**src/rtl/smsnfp_pkg.sv**
```systemverilog
// Package for the SMS notification field parser.
// Holds the character codes, field limits, parse stage type and result record.
// No dependencies.
package smsnfp_pkg;

   localparam int unsigned DATA_W      = 8;
   localparam int unsigned NUM_LIMIT_W = 5;
   localparam int unsigned MSG_LIMIT_W = 8;
   localparam int unsigned KIND_W      = 2;
   localparam int unsigned CSR_ADDR_W  = 1;
   localparam int unsigned CSR_DATA_W  = 8;

   localparam logic [CSR_ADDR_W-1:0] CSR_NUMBER_LIMIT  = 1'b0;
   localparam logic [CSR_ADDR_W-1:0] CSR_MESSAGE_LIMIT = 1'b1;

   localparam logic [NUM_LIMIT_W-1:0] NUMBER_LIMIT_RESET  = 5'd12;
   localparam logic [MSG_LIMIT_W-1:0] MESSAGE_LIMIT_RESET = 8'd160;
   localparam logic [DATA_W-1:0]      DATE_LIMIT          = 8'd20;

   localparam logic [DATA_W-1:0] CH_QUOTE = 8'h22;
   localparam logic [DATA_W-1:0] CH_CR    = 8'h0D;
   localparam logic [DATA_W-1:0] CH_LF    = 8'h0A;

   localparam logic [KIND_W-1:0] KIND_NUMBER = 2'd0;
   localparam logic [KIND_W-1:0] KIND_BODY   = 2'd1;
   localparam logic [KIND_W-1:0] KIND_END    = 2'd2;

   // output queue depth, a power of two
   localparam int unsigned QUEUE_DEPTH = 4;
   localparam int unsigned QPTR_W      = $clog2(QUEUE_DEPTH);
   localparam int unsigned QCNT_W      = $clog2(QUEUE_DEPTH + 1);

   typedef enum logic [8:0] {
      ST_WAIT_NUM   = 9'b000000001,
      ST_NUM        = 9'b000000010,
      ST_WAIT_ALIAS = 9'b000000100,
      ST_ALIAS      = 9'b000001000,
      ST_WAIT_DATE  = 9'b000010000,
      ST_DATE       = 9'b000100000,
      ST_WAIT_CR    = 9'b001000000,
      ST_WAIT_LF    = 9'b010000000,
      ST_BODY       = 9'b100000000
   } stage_type;

   typedef struct packed {
      logic [KIND_W-1:0] field_kind;
      logic [DATA_W-1:0] char_position;
      logic [DATA_W-1:0] char_value;
      logic              end_flag;
   } result_type;

endpackage

```
**src/rtl/sms_notification_field_parser_unit.sv**
```systemverilog
// Top level of the SMS notification field parser.
// Parse stage machine, two-byte hold line and a four-entry result queue.
// Depends on smsnfp_pkg.
//
//  channel  | dir | handshake          | payload
//  ---------+-----+--------------------+---------------------------------------------
//  req      | in  | tvalid/tready      | tdata = rx_byte, tlast = last_byte
//  rsp      | out | tvalid/tready      | tdata = char_position, char_value;
//           |     |                    | tuser = field_kind, tlast = end_flag
//  csr      | in  | we                 | addr 0 number_limit, addr 1 message_limit
//
// One byte is taken per cycle while req_tready is high; the byte leaving the hold line
// is parsed and its results are registered into the queue. Only a final beat gives two
// results (character, end); the hold line then refills for two beats without results, so
// the queue keeps up. req_tready is low while fewer than two queue entries are free.
// Synchronous reset restores the limits, empties the queue and clears the parser.
module sms_notification_field_parser_unit (
   input  logic        clock,
   input  logic        reset,
   input  logic        req_tvalid,
   output logic        req_tready,
   input  logic [7:0]  req_tdata,   // [7:0] rx_byte
   input  logic        req_tlast,
   output logic        rsp_tvalid,
   input  logic        rsp_tready,
   output logic [15:0] rsp_tdata,   // [7:0] char_position, [15:8] char_value
   output logic [1:0]  rsp_tuser,   // [1:0] field_kind
   output logic        rsp_tlast,
   input  logic        csr_we,
   input  logic [smsnfp_pkg::CSR_ADDR_W-1:0] csr_addr,
   input  logic [smsnfp_pkg::CSR_DATA_W-1:0] csr_wdata
);

   logic [smsnfp_pkg::NUM_LIMIT_W-1:0] number_limit_ff;
   logic [smsnfp_pkg::MSG_LIMIT_W-1:0] message_limit_ff;

   smsnfp_pkg::stage_type          stage_ff, stage_in;
   logic [smsnfp_pkg::DATA_W-1:0]  index_ff, index_in;
   logic [smsnfp_pkg::DATA_W-1:0]  held_ff [2];
   logic [smsnfp_pkg::DATA_W-1:0]  held_in [2];
   logic [1:0]                     held_count_ff, held_count_in;

   smsnfp_pkg::result_type         queue_ff [smsnfp_pkg::QUEUE_DEPTH];
   logic [smsnfp_pkg::QPTR_W-1:0]  wr_ptr_ff, wr_ptr_in;
   logic [smsnfp_pkg::QPTR_W-1:0]  rd_ptr_ff, rd_ptr_in;
   logic [smsnfp_pkg::QCNT_W-1:0]  count_ff, count_in;

   logic                           req_beat, rsp_beat;
   logic [smsnfp_pkg::DATA_W-1:0]  c;
   logic                           parse_en;
   logic                           char_valid;
   smsnfp_pkg::result_type         char_res, end_res;
   logic [smsnfp_pkg::DATA_W-1:0]  p_index;
   smsnfp_pkg::stage_type          p_stage;
   logic [smsnfp_pkg::DATA_W-1:0]  num_lim, msg_lim;
   logic [1:0]                     n_push;
   logic [smsnfp_pkg::QPTR_W-1:0]  wr_ptr_next;

   assign req_tready = (count_ff <= smsnfp_pkg::QCNT_W'(smsnfp_pkg::QUEUE_DEPTH - 2));
   assign req_beat   = req_tvalid && req_tready;
   assign rsp_tvalid = (count_ff != '0);
   assign rsp_beat   = rsp_tvalid && rsp_tready;

   assign rsp_tdata = {queue_ff[rd_ptr_ff].char_value, queue_ff[rd_ptr_ff].char_position};
   assign rsp_tuser = queue_ff[rd_ptr_ff].field_kind;
   assign rsp_tlast = queue_ff[rd_ptr_ff].end_flag;

   assign num_lim  = smsnfp_pkg::DATA_W'(number_limit_ff);
   assign msg_lim  = message_limit_ff;
   assign parse_en = (held_count_ff == 2'd2);
   assign c        = held_ff[0];

   // parse the byte leaving the hold line
   always_comb begin
      p_stage    = stage_ff;
      p_index    = index_ff;
      char_valid = 1'b0;
      char_res   = '{field_kind: smsnfp_pkg::KIND_NUMBER, char_position: index_ff,
                     char_value: c, end_flag: 1'b0};
      if (c == smsnfp_pkg::CH_QUOTE) begin
         unique case (stage_ff)
            smsnfp_pkg::ST_WAIT_NUM: begin
               p_stage = smsnfp_pkg::ST_NUM;
               p_index = '0;
            end
            smsnfp_pkg::ST_NUM:        p_stage = smsnfp_pkg::ST_WAIT_ALIAS;
            smsnfp_pkg::ST_WAIT_ALIAS: begin
               p_stage = smsnfp_pkg::ST_ALIAS;
               p_index = '0;
            end
            smsnfp_pkg::ST_ALIAS:      p_stage = smsnfp_pkg::ST_WAIT_DATE;
            smsnfp_pkg::ST_WAIT_DATE: begin
               p_stage = smsnfp_pkg::ST_DATE;
               p_index = '0;
            end
            smsnfp_pkg::ST_DATE:       p_stage = smsnfp_pkg::ST_WAIT_CR;
            default: ;
         endcase
      end else if (c == smsnfp_pkg::CH_CR && stage_ff != smsnfp_pkg::ST_BODY) begin
         if (stage_ff == smsnfp_pkg::ST_WAIT_CR) p_stage = smsnfp_pkg::ST_WAIT_LF;
      end else if (c == smsnfp_pkg::CH_LF && stage_ff != smsnfp_pkg::ST_BODY) begin
         if (stage_ff == smsnfp_pkg::ST_WAIT_LF) begin
            p_stage = smsnfp_pkg::ST_BODY;
            p_index = '0;
         end
      end else if (stage_ff == smsnfp_pkg::ST_NUM && index_ff < num_lim) begin
         char_valid = 1'b1;
         p_index    = index_ff + 8'd1;
      end else if (stage_ff == smsnfp_pkg::ST_DATE && index_ff < smsnfp_pkg::DATE_LIMIT) begin
         p_index = index_ff + 8'd1;
      end else if (stage_ff == smsnfp_pkg::ST_BODY && index_ff < msg_lim) begin
         char_valid          = 1'b1;
         char_res.field_kind = smsnfp_pkg::KIND_BODY;
         p_index             = index_ff + 8'd1;
      end
   end

   assign end_res = '{field_kind: smsnfp_pkg::KIND_END, char_position: '0,
                      char_value: '0, end_flag: 1'b1};

   // next parser state for an accepted beat
   always_comb begin
      stage_in      = stage_ff;
      index_in      = index_ff;
      held_in       = held_ff;
      held_count_in = held_count_ff;
      n_push        = 2'd0;
      if (req_beat) begin
         if (parse_en) begin
            stage_in   = p_stage;
            index_in   = p_index;
            held_in[0] = held_ff[1];
            held_in[1] = req_tdata;
            n_push     = {1'b0, char_valid};
         end else begin
            held_in[held_count_ff[0]] = req_tdata;
            held_count_in             = held_count_ff + 2'd1;
         end
         if (req_tlast) begin
            stage_in      = smsnfp_pkg::ST_WAIT_NUM;
            index_in      = '0;
            held_in[0]    = '0;
            held_in[1]    = '0;
            held_count_in = '0;
            n_push        = n_push + 2'd1;
         end
      end
   end

   assign wr_ptr_next = wr_ptr_ff + smsnfp_pkg::QPTR_W'(1);
   assign wr_ptr_in   = wr_ptr_ff + smsnfp_pkg::QPTR_W'(n_push);
   assign rd_ptr_in   = rd_ptr_ff + smsnfp_pkg::QPTR_W'(rsp_beat);
   assign count_in    = count_ff + smsnfp_pkg::QCNT_W'(n_push)
                        - smsnfp_pkg::QCNT_W'(rsp_beat);

   always_ff @(posedge clock) begin
      if (reset) begin
         number_limit_ff  <= smsnfp_pkg::NUMBER_LIMIT_RESET;
         message_limit_ff <= smsnfp_pkg::MESSAGE_LIMIT_RESET;
         stage_ff         <= smsnfp_pkg::ST_WAIT_NUM;
         index_ff         <= '0;
         held_ff[0]       <= '0;
         held_ff[1]       <= '0;
         held_count_ff    <= '0;
         wr_ptr_ff        <= '0;
         rd_ptr_ff        <= '0;
         count_ff         <= '0;
      end else begin
         if (csr_we) begin
            unique case (csr_addr)
               smsnfp_pkg::CSR_NUMBER_LIMIT:
                  number_limit_ff <= csr_wdata[smsnfp_pkg::NUM_LIMIT_W-1:0];
               smsnfp_pkg::CSR_MESSAGE_LIMIT:
                  message_limit_ff <= csr_wdata[smsnfp_pkg::MSG_LIMIT_W-1:0];
               default: ;
            endcase
         end
         stage_ff      <= stage_in;
         index_ff      <= index_in;
         held_ff       <= held_in;
         held_count_ff <= held_count_in;
         wr_ptr_ff     <= wr_ptr_in;
         rd_ptr_ff     <= rd_ptr_in;
         count_ff      <= count_in;
      end
   end

   // queue payload: the character result goes first, the end result after it
   always_ff @(posedge clock) begin
      if (req_beat) begin
         if (parse_en && char_valid) begin
            queue_ff[wr_ptr_ff] <= char_res;
            if (req_tlast) queue_ff[wr_ptr_next] <= end_res;
         end else if (req_tlast) begin
            queue_ff[wr_ptr_ff] <= end_res;
         end
      end
   end

   a_queue_bound: assert property (@(posedge clock) disable iff (reset)
      count_ff <= smsnfp_pkg::QCNT_W'(smsnfp_pkg::QUEUE_DEPTH))
      else $error("result queue overfilled");

   a_last_clears: assert property (@(posedge clock) disable iff (reset)
      req_beat && req_tlast |=> stage_ff == smsnfp_pkg::ST_WAIT_NUM
                                && held_count_ff == 2'd0 && index_ff == '0)
      else $error("parser not cleared after final beat");

   a_hold_depth: assert property (@(posedge clock) disable iff (reset)
      held_count_ff != 2'd3)
      else $error("hold line count out of range");

   a_end_pushed: assert property (@(posedge clock) disable iff (reset)
      req_beat && req_tlast |=> rsp_tvalid)
      else $error("end result missing after final beat");

endmodule
```
**config.mk**
```make
export PLATFORM = sky130hd
export DESIGN_NAME = sms_notification_field_parser_unit
export DESIGN_NICKNAME = d
export VERILOG_FILES = /design/src/rtl/smsnfp_pkg.sv /design/src/rtl/sms_notification_field_parser_unit.sv
export SDC_FILE = /design/constraint.sdc
export NUM_CORES = 1
export LEC_CHECK = 0
export BUFFER_PORTS_ARGS = -buffer_cell sky130_fd_sc_hd__buf_2
export CORE_ASPECT_RATIO = 1.4
export CORE_MARGIN = 5
export CORE_UTILIZATION = 39
export CTS_BUF_LIST = sky130_fd_sc_hd__clkbuf_16
export DETAILED_ROUTE_END_ITERATION = 12
export SLEW_MARGIN = 20
export SYNTH_ARGS = -nofsm -noshare
export SYNTH_HDL_FRONTEND = slang
export SYNTH_SLANG_ARGS = --single-unit
export TNS_END_PERCENT = 30
```
**constraint.sdc**
```tcl
create_clock -name clock -period 4.5 [get_ports clock]
set_input_delay 0.225 -clock clock [delete_from_list [all_inputs] [get_ports clock]]
set_output_delay 0.225 -clock clock [all_outputs]
set_load 0.02 [all_outputs]
```
==> metrics, run 1 <==
1st-iter DRT viols=~400; Final Util=between 40% and 50%; RR Startpoint=index_ff[6]$_SDFFE_PP0P_; die area=between 15000 and 20000 um^2; H-tree depth=4; area delta synth->final=14.1%; Pre-Repair DR Iteration Count=7; Yosys top cell by area=dfxtp_1; critical-path cell list=ha_1, a21o_1, a221oi_1, o211ai_2, a2111oi_4, inv_1, ha_1, nand2b_1, ha_1, inv_1, ha_1, fa_1, xnor2_1, nor2_1; Ports=44; WP data required=~4.8 ns; Worst path most repeated cell=ha_1; Place WS=0.647 ns; Clock Tree Root=clkbuf_16; Hold Fails Final Rpt=0; RSZ-0062 raised after global routing=false; Inserted Clock Buffers=17; part of the cycle the worst path needs=between 80% and 90%; max-slew violation count=0; slowest stage delay, CP=between 0.4 and 0.5 ns; n_diodes=0; total gr overflow=0; Ys Warns=0; total power=around 3.1 mW; Slew @ Worst Pin=about 1.0 ns; Core Box Area=around 16000 um^2; leakage power=between 2 and 3 nW; post_cts resized=0; setup tns final=0 ns; syn_nets=730; post-synth top area share=40.6%; final wirelength=16400 um; syn_area_per_cell=roughly 9.1 um^2; f_max=259 MHz; Die Ht=between 150 and 200 um; Skew-Pair Late Insertion Delay=0.42 ns; Primary FF master, synth=dfxtp_1; HP Class=input port to flop; WP buf/inv=2; Slew Limit Headroom=a little under a third; Routed Antenna Nets=0; Starting Density=about two fifths; Hold Slack=approximately 0.032 ns; PwrDens=431 nW/um^2; Worst Setup SP=index_ff[6]$_SDFFE_PP0P_; initial antenna violation count=0; delay-heaviest family, CP=adder cells; Synth Register Bits=about 130; max_cap viols=0; Final Critical Period=roughly 3.9 ns; Cell Rows=54; Filler Cells Inserted=around 1500; # port buffers=43; CP arrival=approximately 4.1 ns; CTS tree=built; largest net degree at the start of global routing=57; Via Count=5326; Worst Setup Path Type=flop to flop; Max Buffers Root-to-Sink=2; per-cell routed wire length=about 18 um; synth unique cells=between 60 and 70; crit end category=flop; Mapped Cells=a little under 700; post-CTS setup buffer count=0; clk sinks=about 130; fraction of registers with async set/reset=0%; min-delay src=csr_wdata[3]; DP HPWL=11400 um; synthesized area=between 6000 and 7000 um^2; total track usage=between 15 and 20%; placer congestion estimate=0.880; clock skew=around 0.0075 ns; cell with the most instances after synthesis=dfxtp_1; first-pass GRT wire length=between 20000 and 30000 um; CP max FO=8; hold buffers post-CTS=0; status=finished clean; worst setup margin=0.645 ns; Remaining DRCs=0; Worst path slowest cell=dfxtp_1; clock-pin slew on the worst setup and hold paths=~0.060 ns; post-synthesis sequential area ratio=about two fifths; area occupied by registers=roughly 2500 um^2; number of flops mapped to enable cells by yosys=0; Synth area leaders=dfxtp_1 41%, o31ai_1 7.4%, mux4_2 6.5%; Post-synth top cells=127 x dfxtp_1, 71 x nand3_1, 62 x o31ai_1, 60 x nor2_1, 58 x nand2_1; area of the multi-input gates=about 3400 um^2; vias per inst=just under 6; CP Launch Type=flop; Die W=117 um; # nets final=between 700 and 800; Peak VDD IR=about 0.00032 V; vias in the first global route=about 5400; Final setup viols=0; share of layout cells above drive strength 1=15.7%
layout by cell type (no fill, tap or decap), types with 6 or more instances in the layout:
master | synthesis | final
dfxtp_1 | 127 | 127
nand3_1 | 71 | 71
o31ai_1 | 62 | 62
nor2_1 | 60 | 60
nand2_1 | 58 | 58
buf_2 | 9 | 43
a21oi_1 | 29 | 29
inv_1 | 21 | 23
ha_1 | 20 | 20
mux4_2 | 18 | 18
clkbuf_16 | 0 | 17
a22oi_1 | 16 | 16
nor3_1 | 15 | 14
o21ai_0 | 11 | 11
buf_4 | 1 | 11
mux2i_1 | 10 | 10
nor2b_1 | 8 | 8
nand2b_1 | 7 | 7
nor4_1 | 6 | 6
and3_1 | 6 | 6
nand3b_1 | 6 | 6
a311oi_1 | 6 | 6
flip-flops by register name (all words and copies together), names as in the netlist:
register / flops
held_ff: 8
rd_ptr_ff: 2
message_limit_ff: 8
count_ff: 3
number_limit_ff: 5
stage_ff: 9
c: 8
held_count_ff: 2
index_ff: 8
wr_ptr_ff: 2
queue_ff: 72
cell families (layout without fill, tap and decap cells):
kind of cell    count (synthesis)  count (layout)  share of synthesized area [%]
compound gates                167             167                           20.5
xor+xnor                        7               7                          0.978
fa+ha+maj                      21              21                           4.31
buf+inv                        71             104                           4.75
flops                         127             127                           40.6
mux                            28              28                           8.07
simple gates                  265             265                           20.8
path summary, 6_finish.rpt:
| kind | to | slack, ns | cells after the start |
|---|---|---|---|
| hold reg to reg | message_limit_ff[2]$_SDFFE_PP0P_ | 0.46 | 2 |
| setup reg to reg | count_ff[2]$_SDFF_PP0_ | 0.64 | 14 |
| hold / removal | number_limit_ff[3]$_SDFFE_PP1P_ | 0.03 | 2 |
| setup / recovery | count_ff[2]$_SDFF_PP0_ | 0.64 | 14 |
stage by stage:
step           std cells  cell area [um^2]
6_report             915              7150
5_1_grt              915              7150
2_1_floorplan        686              6270
3_5_place_dp         886              6600
3_3_place_gp         886              6600
4_1_cts              915              7150
cell type report:
type,count,share of cell area (%)
Sequential cell,127,35.6
Clock inverter,12,1.82
Timing Repair Buffer,54,4.16
Clock buffer,17,5.95
Multi-Input combinational cell,488,48.0
Tap cell,196,3.43
Inverter,21,1.10
metal layers:
layer / vias to the layer above / part of all wire [%] / wire length, um / track usage (%)
li1: 2607 / - / - / -
met1: 2562 / 42 / 6940 / 22.2
met2: 129 / 52 / 8530 / 30.6
met3: 28 / 3.8 / 619 / 3.98
met4: 0 / 2.1 / 349 / 8.03
met5: - / 0 / 0 / 0
report_power, final:
group	leakage [nW]	total (mW)	internal, mW	switching, mW
clock	0.277	1.31	0.845	0.466
combinational	1.36	0.494	0.211	0.283
sequential	1.03	1.28	1.20	0.0767
total	2.67	3.08	2.25	0.826
Power figures use the tool's default switching activity.
==> run 2, diff against run 1 <==
--- a/config.mk
+++ b/config.mk
@@ -8,9 +8,10 @@
 export BUFFER_PORTS_ARGS = -buffer_cell sky130_fd_sc_hd__buf_2
 export CORE_ASPECT_RATIO = 1.4
 export CORE_MARGIN = 5
-export CORE_UTILIZATION = 39
+export CORE_UTILIZATION = 60
 export CTS_BUF_LIST = sky130_fd_sc_hd__clkbuf_16
 export DETAILED_ROUTE_END_ITERATION = 12
+export PLACE_DENSITY = 0.79
 export SLEW_MARGIN = 20
 export SYNTH_ARGS = -nofsm -noshare
 export SYNTH_HDL_FRONTEND = slang
==> run 2 against run 1 <==
Core utilization is 24 points higher. Final cell count fell by 6.0%. Sequential power hardly changed. Non-clock buffer count did not move. Critical path depth unchanged. Global-route usage increased by 7.5 points. Sequential cell count unchanged. Power up 5.7%. Sequential share of layout area fell by 0.074 points. Setup slack got worse by 0.013 ns. Routed wire length down 6.0%. Worst hold slack improved by 0.0014 ns.
==> metrics, run 2 (synthesized netlist as in run 1, its figures left out) <==
total track usage=25.8% (was 18.3%); 1st-iter DRT viols=372 (was 409); Max Buffers Root-to-Sink=2 (unchanged); Routed Antenna Nets=0 (unchanged); DP HPWL=10100 um (was 11400 um); leakage power=2.69 nW (was 2.67 nW); final wirelength=15500 um (was 16400 um); Post-DP Area=6520 um^2 (was 6600 um^2); HP Class=input port to flop (unchanged); Filler Cells Inserted=801 (was 1544); f_max=258 MHz (was 259 MHz); DR WL met3=1020 um (was 619 um); Skew-Pair Late Insertion Delay=0.41 ns (was 0.42 ns); met2 WL post-DR=7910 um (was 8530 um); clock skew=0.00551 ns (was 0.00748 ns); share of layout cells above drive strength 1=16.8% (was 15.7%); # nets final=753 (unchanged); CP Launch Type=flop (unchanged); die area=12600 um^2 (was 18700 um^2); Die Ht=131 um (was 160 um); initial antenna violation count=0 (unchanged); vias per inst=6.40 (was 5.82); commonest non-fill, non-tap cells in the layout=127 x dfxtp_1, 71 x nand3_1, 62 x o31ai_1, 60 x nor2_1, 58 x nand2_1 (unchanged); CP max FO=10 (was 8); # port buffers=43 (unchanged); largest registers=queue_ff (72), stage_ff (9) (unchanged); worst reg2reg path depth=14 (unchanged); Hold Fails Final Rpt=0 (unchanged); Cell Rows=44 (was 54); H-tree depth=4 (unchanged); max FFs per register=72 (unchanged); max-slew violation count=0 (unchanged); Hold Path Cell Cnt=2 (unchanged); clock-pin slew on the worst setup and hold paths=0.06 ns (about the same); WP data required=4.76 ns (was 4.77 ns); Clock Tree Root=clkbuf_16 (unchanged); Worst R2R Setup Slack=0.63 ns (was 0.64 ns); hold buffers post-CTS=0 (unchanged); Starting Density=60.9% (was 40.0%); part of the cycle the worst path needs=86.0% (was 85.7%); Worst Setup Path Type=flop to flop (unchanged); Place WS=0.681 ns (was 0.647 ns); top routing layer used=met4 (unchanged); post_cts resized=0 (unchanged); Hold Slack=0.0334 ns (was 0.0320 ns); M1 wire length=6110 um (was 6940 um); PwrDens=454 nW/um^2 (was 431 nW/um^2); Die W=96.4 um (was 117 um); crit end category=flop (unchanged); Slew Limit Headroom=30.9% (was 30.1%); Reg with most FFs=queue_ff (unchanged); fin cells=860 (was 915); Slew @ Worst Pin=1.03 ns (was 1.05 ns); max_cap viols=0 (unchanged); Final Critical Period=3.87 ns (was 3.86 ns); Peak VDD IR=0.000259 V (was 0.000321 V); R2R Path End=count_ff[2]$_SDFF_PP0_ (unchanged); placer congestion estimate=0.915 (was 0.880); RSZ-0062 raised after global routing=false (unchanged); vias in the first global route=5371 (was 5432); Remaining DRCs=0 (unchanged); Inst Count DP=828 (was 886); worst setup margin=0.631 ns (was 0.645 ns); RR Startpoint=index_ff[5]$_SDFFE_PP0P_ (was index_ff[6]$_SDFFE_PP0P_); first-pass GRT wire length=25400 um (was 27400 um); commonest non-fill, non-tap cell in the layout=dfxtp_1 (unchanged); Hold Path Sink=number_limit_ff[3]$_SDFFE_PP1P_ (unchanged); Core Box Area=10300 um^2 (was 15700 um^2); Inserted Clock Buffers=17 (unchanged); Via Count=5505 (was 5326); Pre-Repair DR Iteration Count=5 (was 7); post-CTS setup buffer count=0 (unchanged); setup tns final=0 ns (unchanged); area delta synth->final=14.4% (was 14.1%); total gr overflow=0 (unchanged); CTS tree=built (unchanged); clk sinks=127 (unchanged); min-delay src=csr_wdata[3] (unchanged); per-cell routed wire length=18.0 um (about the same); status=finished clean (unchanged); Final setup viols=0 (unchanged); largest net degree at the start of global routing=57 (unchanged); Finished Cell Area=7170 um^2 (was 7150 um^2); n_diodes=0 (unchanged); Ports=44 (unchanged); CP arrival=4.13 ns (was 4.12 ns)
## run 2: per-stage QoR
| stage | utilization [%] | total power, mW |
|---|---|---|
| after CTS | 69.6 | 3.27 |
| after global placement | 63.4 | 1.77 |
| after floorplan | - | 1.67 |
| after global routing | 69.6 | 3.39 |
| final | 69.6 | 3.25 |
| after detailed placement | 63.4 | 1.79 |
## run 2: layer usage
layer | vias to the layer above | track usage (%)
met5 | - | 0
met1 | 2616 | 30.7
met2 | 239 | 44.8
li1 | 2603 | -
met3 | 47 | 5.56
met4 | 0 | 10.2
## run 2: worst max-delay path by stage
stage / slack [ns] / cells past startpoint / start / endpoint
detailed placement: 0.68 / 14 / index_ff[5]$_SDFFE_PP0P_ / count_ff[2]$_SDFF_PP0_
global placement: 0.77 / 14 / index_ff[5]$_SDFFE_PP0P_ / count_ff[2]$_SDFF_PP0_
global route: 0.37 / 14 / index_ff[5]$_SDFFE_PP0P_ / count_ff[2]$_SDFF_PP0_
finish: 0.63 / 14 / index_ff[5]$_SDFFE_PP0P_ / count_ff[2]$_SDFF_PP0_
floorplan: 0.62 / 14 / index_ff[4]$_SDFFE_PP0P_ / count_ff[2]$_SDFF_PP0_
CTS: 0.62 / 14 / index_ff[5]$_SDFFE_PP0P_ / count_ff[2]$_SDFF_PP0_
## run 2: where the power goes
part           switching [mW]  total [mW]  internal [mW]
Clock                   0.510        1.49          0.979
Combinational           0.299       0.510          0.211
Sequential             0.0587        1.26           1.20
## run 2: critical path: stages, from the launching register on
cell	delay [ns]
dfxtp_1	0.51
ha_1	0.32
and4_1	0.26
a2111oi_4	0.37
o211ai_2	0.18
a2111oi_4	0.46
inv_1	0.10
ha_1	0.27
nand2b_1	0.16
ha_1	0.28
inv_1	0.04
ha_1	0.18
fa_1	0.38
xnor2_1	0.17
nor2_1	0.05
## run 2: final cells by class
type	instances	area, um^2	area share [%]
Multi-Input combinational cell	488	3430	47.9
Clock buffer	17	425	5.94
Inverter	21	78.8	1.10
Sequential cell	127	2540	35.5
Tap cell	138	173	2.41
Clock inverter	15	218	3.04
Timing Repair Buffer	54	298	4.16
